File: config.mk
export PLATFORM = sky130hd
export DESIGN_NAME = status_led_pattern_sequencer_core
export DESIGN_NICKNAME = d
export VERILOG_FILES = /design/src/rtl/slps_pkg.sv /design/src/rtl/status_led_pattern_sequencer_core.sv
export SDC_FILE = /design/constraint.sdc
export NUM_CORES = 1
export LEC_CHECK = 0
export CAP_MARGIN = 20
export CORE_ASPECT_RATIO = 0.7
export CORE_MARGIN = 4
export CORE_UTILIZATION = 31
export DETAILED_ROUTE_END_ITERATION = 10
export DONT_BUFFER_PORTS = 1
export GPL_TIMING_DRIVEN = 0
export HOLD_SLACK_MARGIN = 0.1
export PLACE_DENSITY = 0.42
export SYNTH_ARGS = -nofsm -noshare
export SYNTH_HDL_FRONTEND = slang
export SYNTH_SLANG_ARGS = --single-unit
File: constraint.sdc
create_clock -name aclk -period 11.4 [get_ports aclk]
set_input_delay 2.28 -clock aclk [delete_from_list [all_inputs] [get_ports aclk]]
set_output_delay 2.28 -clock aclk [all_outputs]
set_load 0.05 [all_outputs]
File: src/rtl/slps_pkg.sv
`timescale 1ns / 1ps
// Shared types and constants for the status LED pattern sequencer.
// No dependencies; imported by status_led_pattern_sequencer_core.
package slps_pkg;

    typedef enum logic [2:0] {
        MODE_RAINBOW    = 3'd0,
        MODE_YELLOW     = 3'd1,
        MODE_BREATHE    = 3'd2,
        MODE_GREEN_FAST = 3'd3,
        MODE_FLASH      = 3'd4,
        MODE_RED_SLOW   = 3'd5,
        MODE_RED_SOLID  = 3'd6
    } mode_t;

    // Mode code with no meaning; a write of it is dropped
    localparam logic [2:0] MODE_CODE_UNUSED = 3'd7;

    typedef enum logic [1:0] {
        FLASH_IDLE = 2'd0,
        FLASH_LIT  = 2'd1,
        FLASH_DARK = 2'd2
    } flash_phase_t;

    typedef enum logic {
        KIND_TICK = 1'b0,
        KIND_MODE = 1'b1
    } kind_t;

    typedef enum logic [1:0] {
        CFG_BREATHE_FLOOR   = 2'd0,
        CFG_BREATHE_CEILING = 2'd1,
        CFG_BREATHE_INCR    = 2'd2,
        CFG_BREATHE_PERIOD  = 2'd3
    } cfg_index_t;

    localparam int WAIT_W  = 10;
    localparam int HUE_W   = 9;
    localparam int LEVEL_W = 8;
    localparam int INCR_W  = 7;
    localparam int CFG_W   = 10;

    localparam logic [HUE_W-1:0]   HUE_WRAP = 9'd360;
    localparam logic [HUE_W-1:0]   HUE_STEP = 9'd5;

    // Reload values are the step interval minus one
    localparam logic [WAIT_W-1:0] WAIT_RAINBOW = 10'd19;
    localparam logic [WAIT_W-1:0] WAIT_YELLOW  = 10'd249;
    localparam logic [WAIT_W-1:0] WAIT_GREEN   = 10'd79;
    localparam logic [WAIT_W-1:0] WAIT_RED     = 10'd499;
    localparam logic [WAIT_W-1:0] WAIT_FLASH   = 10'd49;

    localparam logic [7:0] LVL_DIM  = 8'd100;
    localparam logic [7:0] LVL_MID  = 8'd150;
    localparam logic [7:0] LVL_FULL = 8'd255;

    localparam logic [7:0]        RST_FLOOR   = 8'd5;
    localparam logic [7:0]        RST_CEILING = 8'd180;
    localparam logic [INCR_W-1:0] RST_INCR    = 7'd3;
    localparam logic [WAIT_W-1:0] RST_PERIOD  = 10'd30;

    typedef struct packed {
        logic             use_hsv;
        logic [HUE_W-1:0] hue;
        logic [7:0]       red;
        logic [7:0]       green;
        logic [7:0]       blue;
    } pixel_t;

endpackage

File: src/rtl/status_led_pattern_sequencer_core.sv
`timescale 1ns / 1ps
// A tick that triggers a step shows its pixel on m_* in the cycle after acceptance.
// Throughput: one item per cycle; s_ready drops only while a pixel waits on m_ready.
// The output register decouples the sides, so an item is taken while a pixel waits if m_ready.
// Reset (aresetn low, synchronous): rainbow mode, no flash, wait 0, hue 0, breathe level 0
// rising, blink lit, breathe registers at 5/180/3/30 and no pixel pending.
// Uses slps_pkg for mode codes, register indexes and the pixel type.
module status_led_pattern_sequencer_core (
    input  logic                       aclk,
    input  logic                       aresetn,
    input  logic                       cfg_we,
    input  slps_pkg::cfg_index_t       cfg_addr,
    input  logic [slps_pkg::CFG_W-1:0] cfg_wdata,
    input  logic                       s_valid,
    output logic                       s_ready,
    input  logic                       s_kind,
    input  logic [2:0]                 s_mode,
    output logic                       m_valid,
    input  logic                       m_ready,
    output logic                       m_use_hsv,
    output logic [slps_pkg::HUE_W-1:0] m_hue,
    output logic [7:0]                 m_red,
    output logic [7:0]                 m_green,
    output logic [7:0]                 m_blue
);
    import slps_pkg::*;

    logic [7:0]         floor_reg;
    logic [7:0]         ceiling_reg;
    logic [INCR_W-1:0]  incr_reg;
    logic [WAIT_W-1:0]  period_reg;

    mode_t              active_mode_reg, active_mode_next;
    mode_t              resume_mode_reg, resume_mode_next;
    flash_phase_t       flash_phase_reg, flash_phase_next;
    logic [WAIT_W-1:0]  wait_left_reg, wait_left_next;
    logic [HUE_W-1:0]   hue_now_reg, hue_now_next;
    logic [LEVEL_W-1:0] level_reg, level_next;
    logic               breathe_up_reg, breathe_up_next;
    logic               blink_lit_reg, blink_lit_next;

    logic               m_valid_reg, m_valid_next;
    pixel_t             pixel_reg, pixel_next;

    logic               s_accept;
    logic               produce;
    mode_t              step_mode;
    logic [HUE_W-1:0]   hue_sum;
    logic signed [9:0]  lvl;

    assign s_ready  = !m_valid_reg || m_ready;
    assign s_accept = s_valid && s_ready;

    assign m_valid   = m_valid_reg;
    assign m_use_hsv = pixel_reg.use_hsv;
    assign m_hue     = pixel_reg.hue;
    assign m_red     = pixel_reg.red;
    assign m_green   = pixel_reg.green;
    assign m_blue    = pixel_reg.blue;

    // A step right after the dark flash phase runs the resumed mode
    assign step_mode = (flash_phase_reg != FLASH_IDLE) ? resume_mode_reg : active_mode_reg;
    assign hue_sum   = hue_now_reg + HUE_STEP;
    assign lvl = breathe_up_reg
               ? $signed({2'b00, level_reg}) + $signed({3'b000, incr_reg})
               : $signed({2'b00, level_reg}) - $signed({3'b000, incr_reg});

    always_comb begin
        active_mode_next = active_mode_reg;
        resume_mode_next = resume_mode_reg;
        flash_phase_next = flash_phase_reg;
        wait_left_next   = wait_left_reg;
        hue_now_next     = hue_now_reg;
        level_next       = level_reg;
        breathe_up_next  = breathe_up_reg;
        blink_lit_next   = blink_lit_reg;
        produce          = 1'b0;
        pixel_next       = '0;

        if (s_accept) begin
            if (kind_t'(s_kind) == KIND_MODE) begin
                if (s_mode != MODE_CODE_UNUSED) begin
                    if (mode_t'(s_mode) == MODE_FLASH && active_mode_reg != MODE_FLASH) begin
                        resume_mode_next = active_mode_reg;
                    end
                    active_mode_next = mode_t'(s_mode);
                end
            end else if (wait_left_reg != '0) begin
                wait_left_next = wait_left_reg - 1'b1;
            end else begin
                produce = 1'b1;
                if (flash_phase_reg == FLASH_LIT) begin
                    flash_phase_next = FLASH_DARK;
                    wait_left_next   = WAIT_FLASH;
                end else begin
                    if (flash_phase_reg != FLASH_IDLE) begin
                        flash_phase_next = FLASH_IDLE;
                        active_mode_next = resume_mode_reg;
                    end
                    unique case (step_mode)
                        MODE_RAINBOW: begin
                            pixel_next.use_hsv = 1'b1;
                            pixel_next.hue     = hue_now_reg;
                            hue_now_next = (hue_sum >= HUE_WRAP) ? hue_sum - HUE_WRAP : hue_sum;
                            wait_left_next = WAIT_RAINBOW;
                        end
                        MODE_YELLOW: begin
                            blink_lit_next = !blink_lit_reg;
                            if (!blink_lit_reg) begin
                                pixel_next.red   = LVL_DIM;
                                pixel_next.green = LVL_DIM;
                            end
                            wait_left_next = WAIT_YELLOW;
                        end
                        MODE_BREATHE: begin
                            // Ceiling check wins when the bounds cross
                            if (lvl >= $signed({2'b00, ceiling_reg})) begin
                                level_next      = ceiling_reg;
                                breathe_up_next = 1'b0;
                            end else if (lvl <= $signed({2'b00, floor_reg})) begin
                                level_next      = floor_reg;
                                breathe_up_next = 1'b1;
                            end else begin
                                level_next = lvl[LEVEL_W-1:0];
                            end
                            pixel_next.green = level_next;
                            wait_left_next   = (period_reg == '0) ? '0 : period_reg - 1'b1;
                        end
                        MODE_GREEN_FAST: begin
                            blink_lit_next = !blink_lit_reg;
                            if (!blink_lit_reg) begin
                                pixel_next.green = LVL_MID;
                            end
                            wait_left_next = WAIT_GREEN;
                        end
                        MODE_FLASH: begin
                            pixel_next.green = LVL_FULL;
                            flash_phase_next = FLASH_LIT;
                            wait_left_next   = WAIT_FLASH;
                        end
                        MODE_RED_SLOW: begin
                            blink_lit_next = !blink_lit_reg;
                            if (!blink_lit_reg) begin
                                pixel_next.red = LVL_DIM;
                            end
                            wait_left_next = WAIT_RED;
                        end
                        default: begin
                            pixel_next.red = LVL_FULL;
                            wait_left_next = WAIT_RED;
                        end
                    endcase
                end
            end
        end

        if (produce) begin
            m_valid_next = 1'b1;
        end else if (m_ready) begin
            m_valid_next = 1'b0;
        end else begin
            m_valid_next = m_valid_reg;
        end
    end

    always_ff @(posedge aclk) begin
        if (!aresetn) begin
            floor_reg       <= RST_FLOOR;
            ceiling_reg     <= RST_CEILING;
            incr_reg        <= RST_INCR;
            period_reg      <= RST_PERIOD;
            active_mode_reg <= MODE_RAINBOW;
            resume_mode_reg <= MODE_RAINBOW;
            flash_phase_reg <= FLASH_IDLE;
            wait_left_reg   <= '0;
            hue_now_reg     <= '0;
            level_reg       <= '0;
            breathe_up_reg  <= 1'b1;
            blink_lit_reg   <= 1'b1;
            m_valid_reg     <= 1'b0;
        end else begin
            if (cfg_we) begin
                unique case (cfg_addr)
                    CFG_BREATHE_FLOOR:   floor_reg   <= cfg_wdata[7:0];
                    CFG_BREATHE_CEILING: ceiling_reg <= cfg_wdata[7:0];
                    CFG_BREATHE_INCR:    incr_reg    <= cfg_wdata[INCR_W-1:0];
                    CFG_BREATHE_PERIOD:  period_reg  <= cfg_wdata[WAIT_W-1:0];
                    default: ;
                endcase
            end
            active_mode_reg <= active_mode_next;
            resume_mode_reg <= resume_mode_next;
            flash_phase_reg <= flash_phase_next;
            wait_left_reg   <= wait_left_next;
            hue_now_reg     <= hue_now_next;
            level_reg       <= level_next;
            breathe_up_reg  <= breathe_up_next;
            blink_lit_reg   <= blink_lit_next;
            m_valid_reg     <= m_valid_next;
        end
    end

    // Payload register loads only with a new pixel
    always_ff @(posedge aclk) begin
        if (produce) begin
            pixel_reg <= pixel_next;
        end
    end

    a_hue_range: assert property (@(posedge aclk) disable iff (!aresetn)
        hue_now_reg < HUE_WRAP)
        else $error("hue left its range");

    a_hsv_rgb_zero: assert property (@(posedge aclk) disable iff (!aresetn)
        (m_valid_reg && pixel_reg.use_hsv) |->
            (pixel_reg.red == '0 && pixel_reg.green == '0 && pixel_reg.blue == '0))
        else $error("hue pixel carries rgb levels");

    a_mode_write_silent: assert property (@(posedge aclk) disable iff (!aresetn)
        (s_accept && s_kind == KIND_MODE && !m_valid_reg) |=> !m_valid_reg)
        else $error("mode write produced a pixel");

    a_idle_tick: assert property (@(posedge aclk) disable iff (!aresetn)
        (s_accept && s_kind == KIND_TICK && wait_left_reg != '0) |=>
            (wait_left_reg == $past(wait_left_reg) - 1'b1))
        else $error("idle tick did not count down");

    a_flash_dark_wait: assert property (@(posedge aclk) disable iff (!aresetn)
        (produce && flash_phase_reg == FLASH_LIT) |=>
            (flash_phase_reg == FLASH_DARK && wait_left_reg == WAIT_FLASH))
        else $error("flash dark phase not entered");

endmodule
==> results of run 1 <==
per-layer routing:
| layer | up-vias | global-route usage [%] | part of all wire [%] | wire length (um) |
|---|---|---|---|---|
| li1 | 2617 | - | - | - |
| met1 | 2562 | 26.4 | 54 | 10100 |
| met2 | 137 | 23.9 | 40 | 7410 |
| met3 | 13 | 3.44 | 4.5 | 836 |
| met4 | 0 | 3.30 | 1.0 | 194 |
| met5 | - | 0 | 0 | 0 |
cell families (layout without fill, tap and decap cells):
logic type      count (synthesis)  after routing  share of synthesized area, %
other cells                     1              8                        0.0617
fa+ha+maj                      38             38                          8.06
xor+xnor                       15             15                          2.16
simple gates                  282            282                          23.3
compound gates                180            180                          20.1
mux                            35             35                          5.95
flops                          91             91                          33.2
buf+inv                        88            104                          7.16
worst paths after layout:
check,from,end,cells after the start
max reg2reg,incr_reg[2],m_green[3],17
max,m_ready,s_ready,2
min,wait_left_reg[0],wait_left_reg[0],2
min reg2reg,wait_left_reg[0],wait_left_reg[0],2
cell type report:
class,instances,area [um2],share of cell area (%)
multi-input cells,558,3650,54.2
inverters,40,150,2.23
clock inverters,7,71.3,1.06
flip-flops and latches,91,2020,30.0
clock buffers,9,225,3.34
well taps,264,330,4.90
plain buffers,48,285,4.24
synth_stat cells, types with 9 or more instances:
library cell	count
nand3_1	21
a21oi_1	59
dfxtp_1	71
mux2i_1	28
nor3_1	10
o211ai_1	16
xnor2_1	10
nand2b_1	13
edfxtp_1	20
nor2_1	65
nor2b_1	9
ha_1	36
and2_1	12
inv_1	40
nand4_1	10
nand2_1	97
o21ai_0	25
clkbuf_1	12
buf_2	9
buf_4	21
report_power, final:
group	switching [mW]	internal (mW)	total (mW)
clock network	0.152	0.157	0.309
logic	0.115	0.0572	0.172
registers	0.0357	0.347	0.383
total	0.302	0.561	0.864
per-stage QoR:
stage,cells,hold slack (ns)
finish,1017,0.486
global route,1017,0.518
CTS,1017,0.484
detailed placement,1001,0.473
global placement,1001,0.467
floorplan,737,0.450
worst reg2reg max path: cells and delay by family, from the launching register on:
kind	cells	cell delay, ns
AOI/OAI and AO/OA	9	2.23
adders and majority gates	2	0.63
and+or+nand+nor	2	0.58
DFF	1	0.41
buffers and inverters	3	0.37
muxes	1	0.15
==> out/results.ini, run 1 <==
[clock_network]
postCtsSetupBuffers=0
h-tree-depth=3
cts_resized=0
cts_tree=done
hold_buffers=0
path_clk_slew_ns=0.07
clkLatencyLatePin_ns=0.36
cts-root-buf=clkbuf_16
cts_sinks=91
cts_buffers=9
cts.path.max_buffers=2

[global_route]
grt_pass1_wl_um=29200
grt_use_total_pct=16.9
grt_max_degree=22
antenna_found_initial=0
grt-ovfl-total=0
grt_pass1_vias=5152

[setup_path]
critPathCaptureType=output port
cp-start-kind=primary input
worst_path_largest_cell_delay_ns=0.30
r2r_setup_slack_ns=6.85
critical_path_arrival_ns=2.77
slowest_stage=inv_1
critPathBufInv=1
critPathTopFamily=buffers and inverters
path_cells=nor2b_1, inv_1
crit_path_max_fanout=4
required_ns=9.12
critPathKind=primary input to output port

[layout]
final_cell_mix=nand2_1 (97), dfxtp_1 (71), nor2_1 (65)
area_growth_pct=10.7
nets=807
post-route-util_pct=35.3
layout_commonest_cell=nand2_1
final.fill_count=1994
diodes=0
drive_gt1_share_pct=10.8
fin_area_mm2=0.00674

[power_and_ir_drop]
leakage_nw=2.67
ir_drop_mv=0.0662
p_per_area_mw_per_mm2=128
power_uw=864

[synth]
synth-edff-count=20
synth_area_mm2=0.00608
syn_avg_cell_area_um2=8.33
synth_cell_types=80
yosysSeqAreaShare_pct=33.2
ys_seq_elements=91
postSynthCellCount=730
ys_warn_count=0
yosys.area.top_type=dfxtp_1
async_reset_ff_share_pct=0
synth-main-ff-cell=dfxtp_1
synth.top_cells.by_area=dfxtp_1 (23%), edfxtp_1 (9.9%), ha_1 (7.4%)
netlist.area_leader.share_pct=23.4

[drt]
dr_total_vias=5329
drc=0
routedWlPerCell_um=18.2
dr.pass1.iters=5
totalWireLength_um=18500
routed_via_density=5.24
drt_iter0_drc=465
ant_nets=0

[timing]
worst-slew-pin-transition_ns=1.05
fmax_mhz=198
fin_setup_tns_ns=0
slew-limit-headroom_pct=28.0
finalSetupViolCount=0
grt_setup_unrepaired=no
period_share_pct=44.3
skew_ns=0.0128
final_max_slew_viol_count=0
finalWorstSetupSlack_ns=6.35
finalCriticalPeriod_ns=5.05
hold_viol_final=0

[place]
place_congestion=0.886
placed_cell_area_mm2=0.00644
pre_cts_slack_ns=6.34
place_hpwl_um=14500
portBuffers=0

[floorplan]
pin_count=57
start_util_pct=31.9
die_h_um=125
dieArea_mm2=0.0220
die_x_um=175
rows=42
core_mm2=0.0191

[run_status]
status=finished clean

[flow_run]
drv_cap=0

[worst_hold_path]
hold_path.class=flop to flop

(Power assumes the default switching activity.)
==> run 2, diff against run 1 <==
--- a/config.mk
+++ b/config.mk
@@ -13,7 +13,7 @@
 export DONT_BUFFER_PORTS = 1
 export GPL_TIMING_DRIVEN = 0
 export HOLD_SLACK_MARGIN = 0.1
-export PLACE_DENSITY = 0.42
+export PLACE_DENSITY = 0.43
 export SYNTH_ARGS = -nofsm -noshare
 export SYNTH_HDL_FRONTEND = slang
 export SYNTH_SLANG_ARGS = --single-unit
==> constraint.sdc (replaced) <==
create_clock -name aclk -period 4.4 [get_ports aclk]
set_input_delay 0.88 -clock aclk [delete_from_list [all_inputs] [get_ports aclk]]
set_output_delay 0.88 -clock aclk [all_outputs]
set_load 0.05 [all_outputs]
==> run 2 against run 1 <==
Largest power group unchanged. Die area unchanged. Clock power rose to 2.6 times the previous value. Worst hold slack got worse by 0.011 ns. Clock skew shrank 0.0018 ns. Count of clock-buffer cells in the layout did not move. Core utilization grew 0.37 points. Via count rose by 0.41%. First-iteration DRC count decreased by 6.9%. Critical path type is now flop to flop. Wire length is 0.79% lower.
==> out/results.ini, run 2 (synthesis results as in run 1) <==
[global_route]
grt_max_degree=22
antenna_found_initial=0
grt-ovfl-total=0
grt_pass1_wl_um=28800
grt_use_total_pct=16.6
grt_pass1_vias=5062

[layout]
diodes=0
area_growth_pct=11.9
drive_gt1_share_pct=12.2
final_cell_mix=nand2_1 (97), dfxtp_1 (67), nor2_1 (65)
layout_commonest_cell=nand2_1
fin_area_mm2=0.00681
nets=807

[floorplan]
pin_count=57
die_h_um=125
die_x_um=175
dieArea_mm2=0.0220
rows=42
start_util_pct=31.9
core_mm2=0.0191

[setup_path]
crit_path_start=incr_reg[0]
required_ns=4.56
critical_path_arrival_ns=4.39
crit_path_max_fanout=7
r2r_setup_slack_ns=0.17
critPathKind=flop to flop
r2r-start=incr_reg[0]
cp-start-kind=flop
rr_worst_depth=13
timing.rr.end=m_green[2]
worstSetupEndpoint=m_green[2]
critPathCaptureType=flop

[power_and_ir_drop]
ir_drop_mv=0.181
leakage_nw=2.69
internal_power_mw=1.45
p_sw_share_pct=35.4
p_per_area_mw_per_mm2=331
power.switching_uw=795
power_frac_comb_pct=19.8
seqPwrFrac_pct=44.1
clockPowerShare_pct=36.1

[timing]
period_share_pct=96.1
final_max_slew_viol_count=0
slew-limit-headroom_pct=22.7
hold_viol_final=0
fmax_mhz=236
finalSetupViolCount=0
skew_ns=0.0109
worst-slew-pin-transition_ns=1.13
finalCriticalPeriod_ns=4.23
grt_setup_unrepaired=no
whs_ns=0.475

[clock_network]
hold_buffers=0
path_clk_slew_ns=0.08
clkLatencyLatePin_ns=0.36
cts_buffers=9
cts_tree=done
h-tree-depth=3
cts-root-buf=clkbuf_16
cts_sinks=91
cts.path.max_buffers=2

[drt]
drc=0
routedWlPerCell_um=18.1
dr.pass1.iters=5
drt_iter0_drc=433
dr_total_vias=5351
ant_nets=0
totalWireLength_um=18400
routed_via_density=5.26

[worst_hold_path]
hold_path.class=flop to flop
min_path_cells=2

[flow_run]
drv_cap=0

[place]
placed_cell_area_mm2=0.00644
portBuffers=0
place_hpwl_um=14100
place_congestion=0.870

[run_status]
status=finished clean

-- run 2: cell types whose count changed in the layout (fill, tap and decap cells not counted), moves of 2 or more --
cell     before  now
a21oi_1      59   56
a21oi_2       1    3
dfxtp_1      71   67
dfxtp_2       0    3
xnor2_1      10    8
xnor2_2       0    2
-- run 2: timing repair --
| action | in CTS | in global routing |
|---|---|---|
| pin swaps | 0 | 3 |
| resized for setup | 5 | 11 |
| setup endpoints to repair | 7 | 10 |
| cloned | 0 | 0 |
| setup buffers | 0 | 0 |
-- run 2: final cells by class --
| type | instances | area, um2 |
|---|---|---|
| tap | 264 | 330 |
| clock buffer | 9 | 225 |
| multi-input combinational | 558 | 3710 |
| fill | 1969 | 12300 |
| inverter | 40 | 150 |
| clock inverter | 7 | 76.3 |
| sequential | 91 | 2030 |
| buffer | 48 | 285 |
-- run 2: metrics by stage --
step,util [%],TNS [ns],power [mW],std cells,setup WS [ns]
after CTS,35.5,0,2.26,1017,0.00542
after detailed placement,33.8,-0.209,1.45,1001,-0.106
after global placement,33.8,-0.192,1.45,1001,-0.108
after global routing,35.7,0,2.36,1017,0.00524
final,35.7,0,2.25,1017,0.171
after floorplan,-,0,1.34,737,0.513
-- run 2: power by group through the flow --
stage          Combinational [mW]  Sequential (mW)  Clock [mW]
3_5_place_dp                0.436             1.01           0
2_1_floorplan               0.338            0.997           0
5_1_grt                     0.489            0.998       0.868
6_report                    0.446            0.992       0.811
4_1_cts                     0.441            0.993       0.830
3_3_place_gp                0.435             1.01           0
-- run 2: worst max-delay path, cell delays in order (launching register included) --
cell and delay, ns:
dfxtp_1 0.36, ha_1 0.24, fa_1 0.42, nor3b_2 0.20, nor3_4 0.30, o221ai_1 0.24, xnor2_2 0.23, ha_1 0.33
nand2_1 0.07, or4_1 0.59, a41oi_4 0.40, a211o_1 0.18, nand4_1 0.10, a31oi_1 0.34
-- run 2: worst min path at each step --
stage                                 from               end
after floorplan           wait_left_reg[0]  wait_left_reg[0]
after detailed placement  wait_left_reg[0]  wait_left_reg[0]
final                     wait_left_reg[0]  wait_left_reg[0]
after CTS                 wait_left_reg[0]  wait_left_reg[0]
after global routing      wait_left_reg[0]  wait_left_reg[0]
after global placement        level_reg[5]      level_reg[5]
-- run 2: layer usage --
metal  track usage (%)  share of wire (%)  routed length, um  up-vias
met1              25.8                 53               9740     2548
met5                 0                  0                  0        -
met2              23.7                 41               7480      173
li1                  -                  -                  -     2614
met4              3.44                1.0                184        0
met3              3.26                5.3                978       16
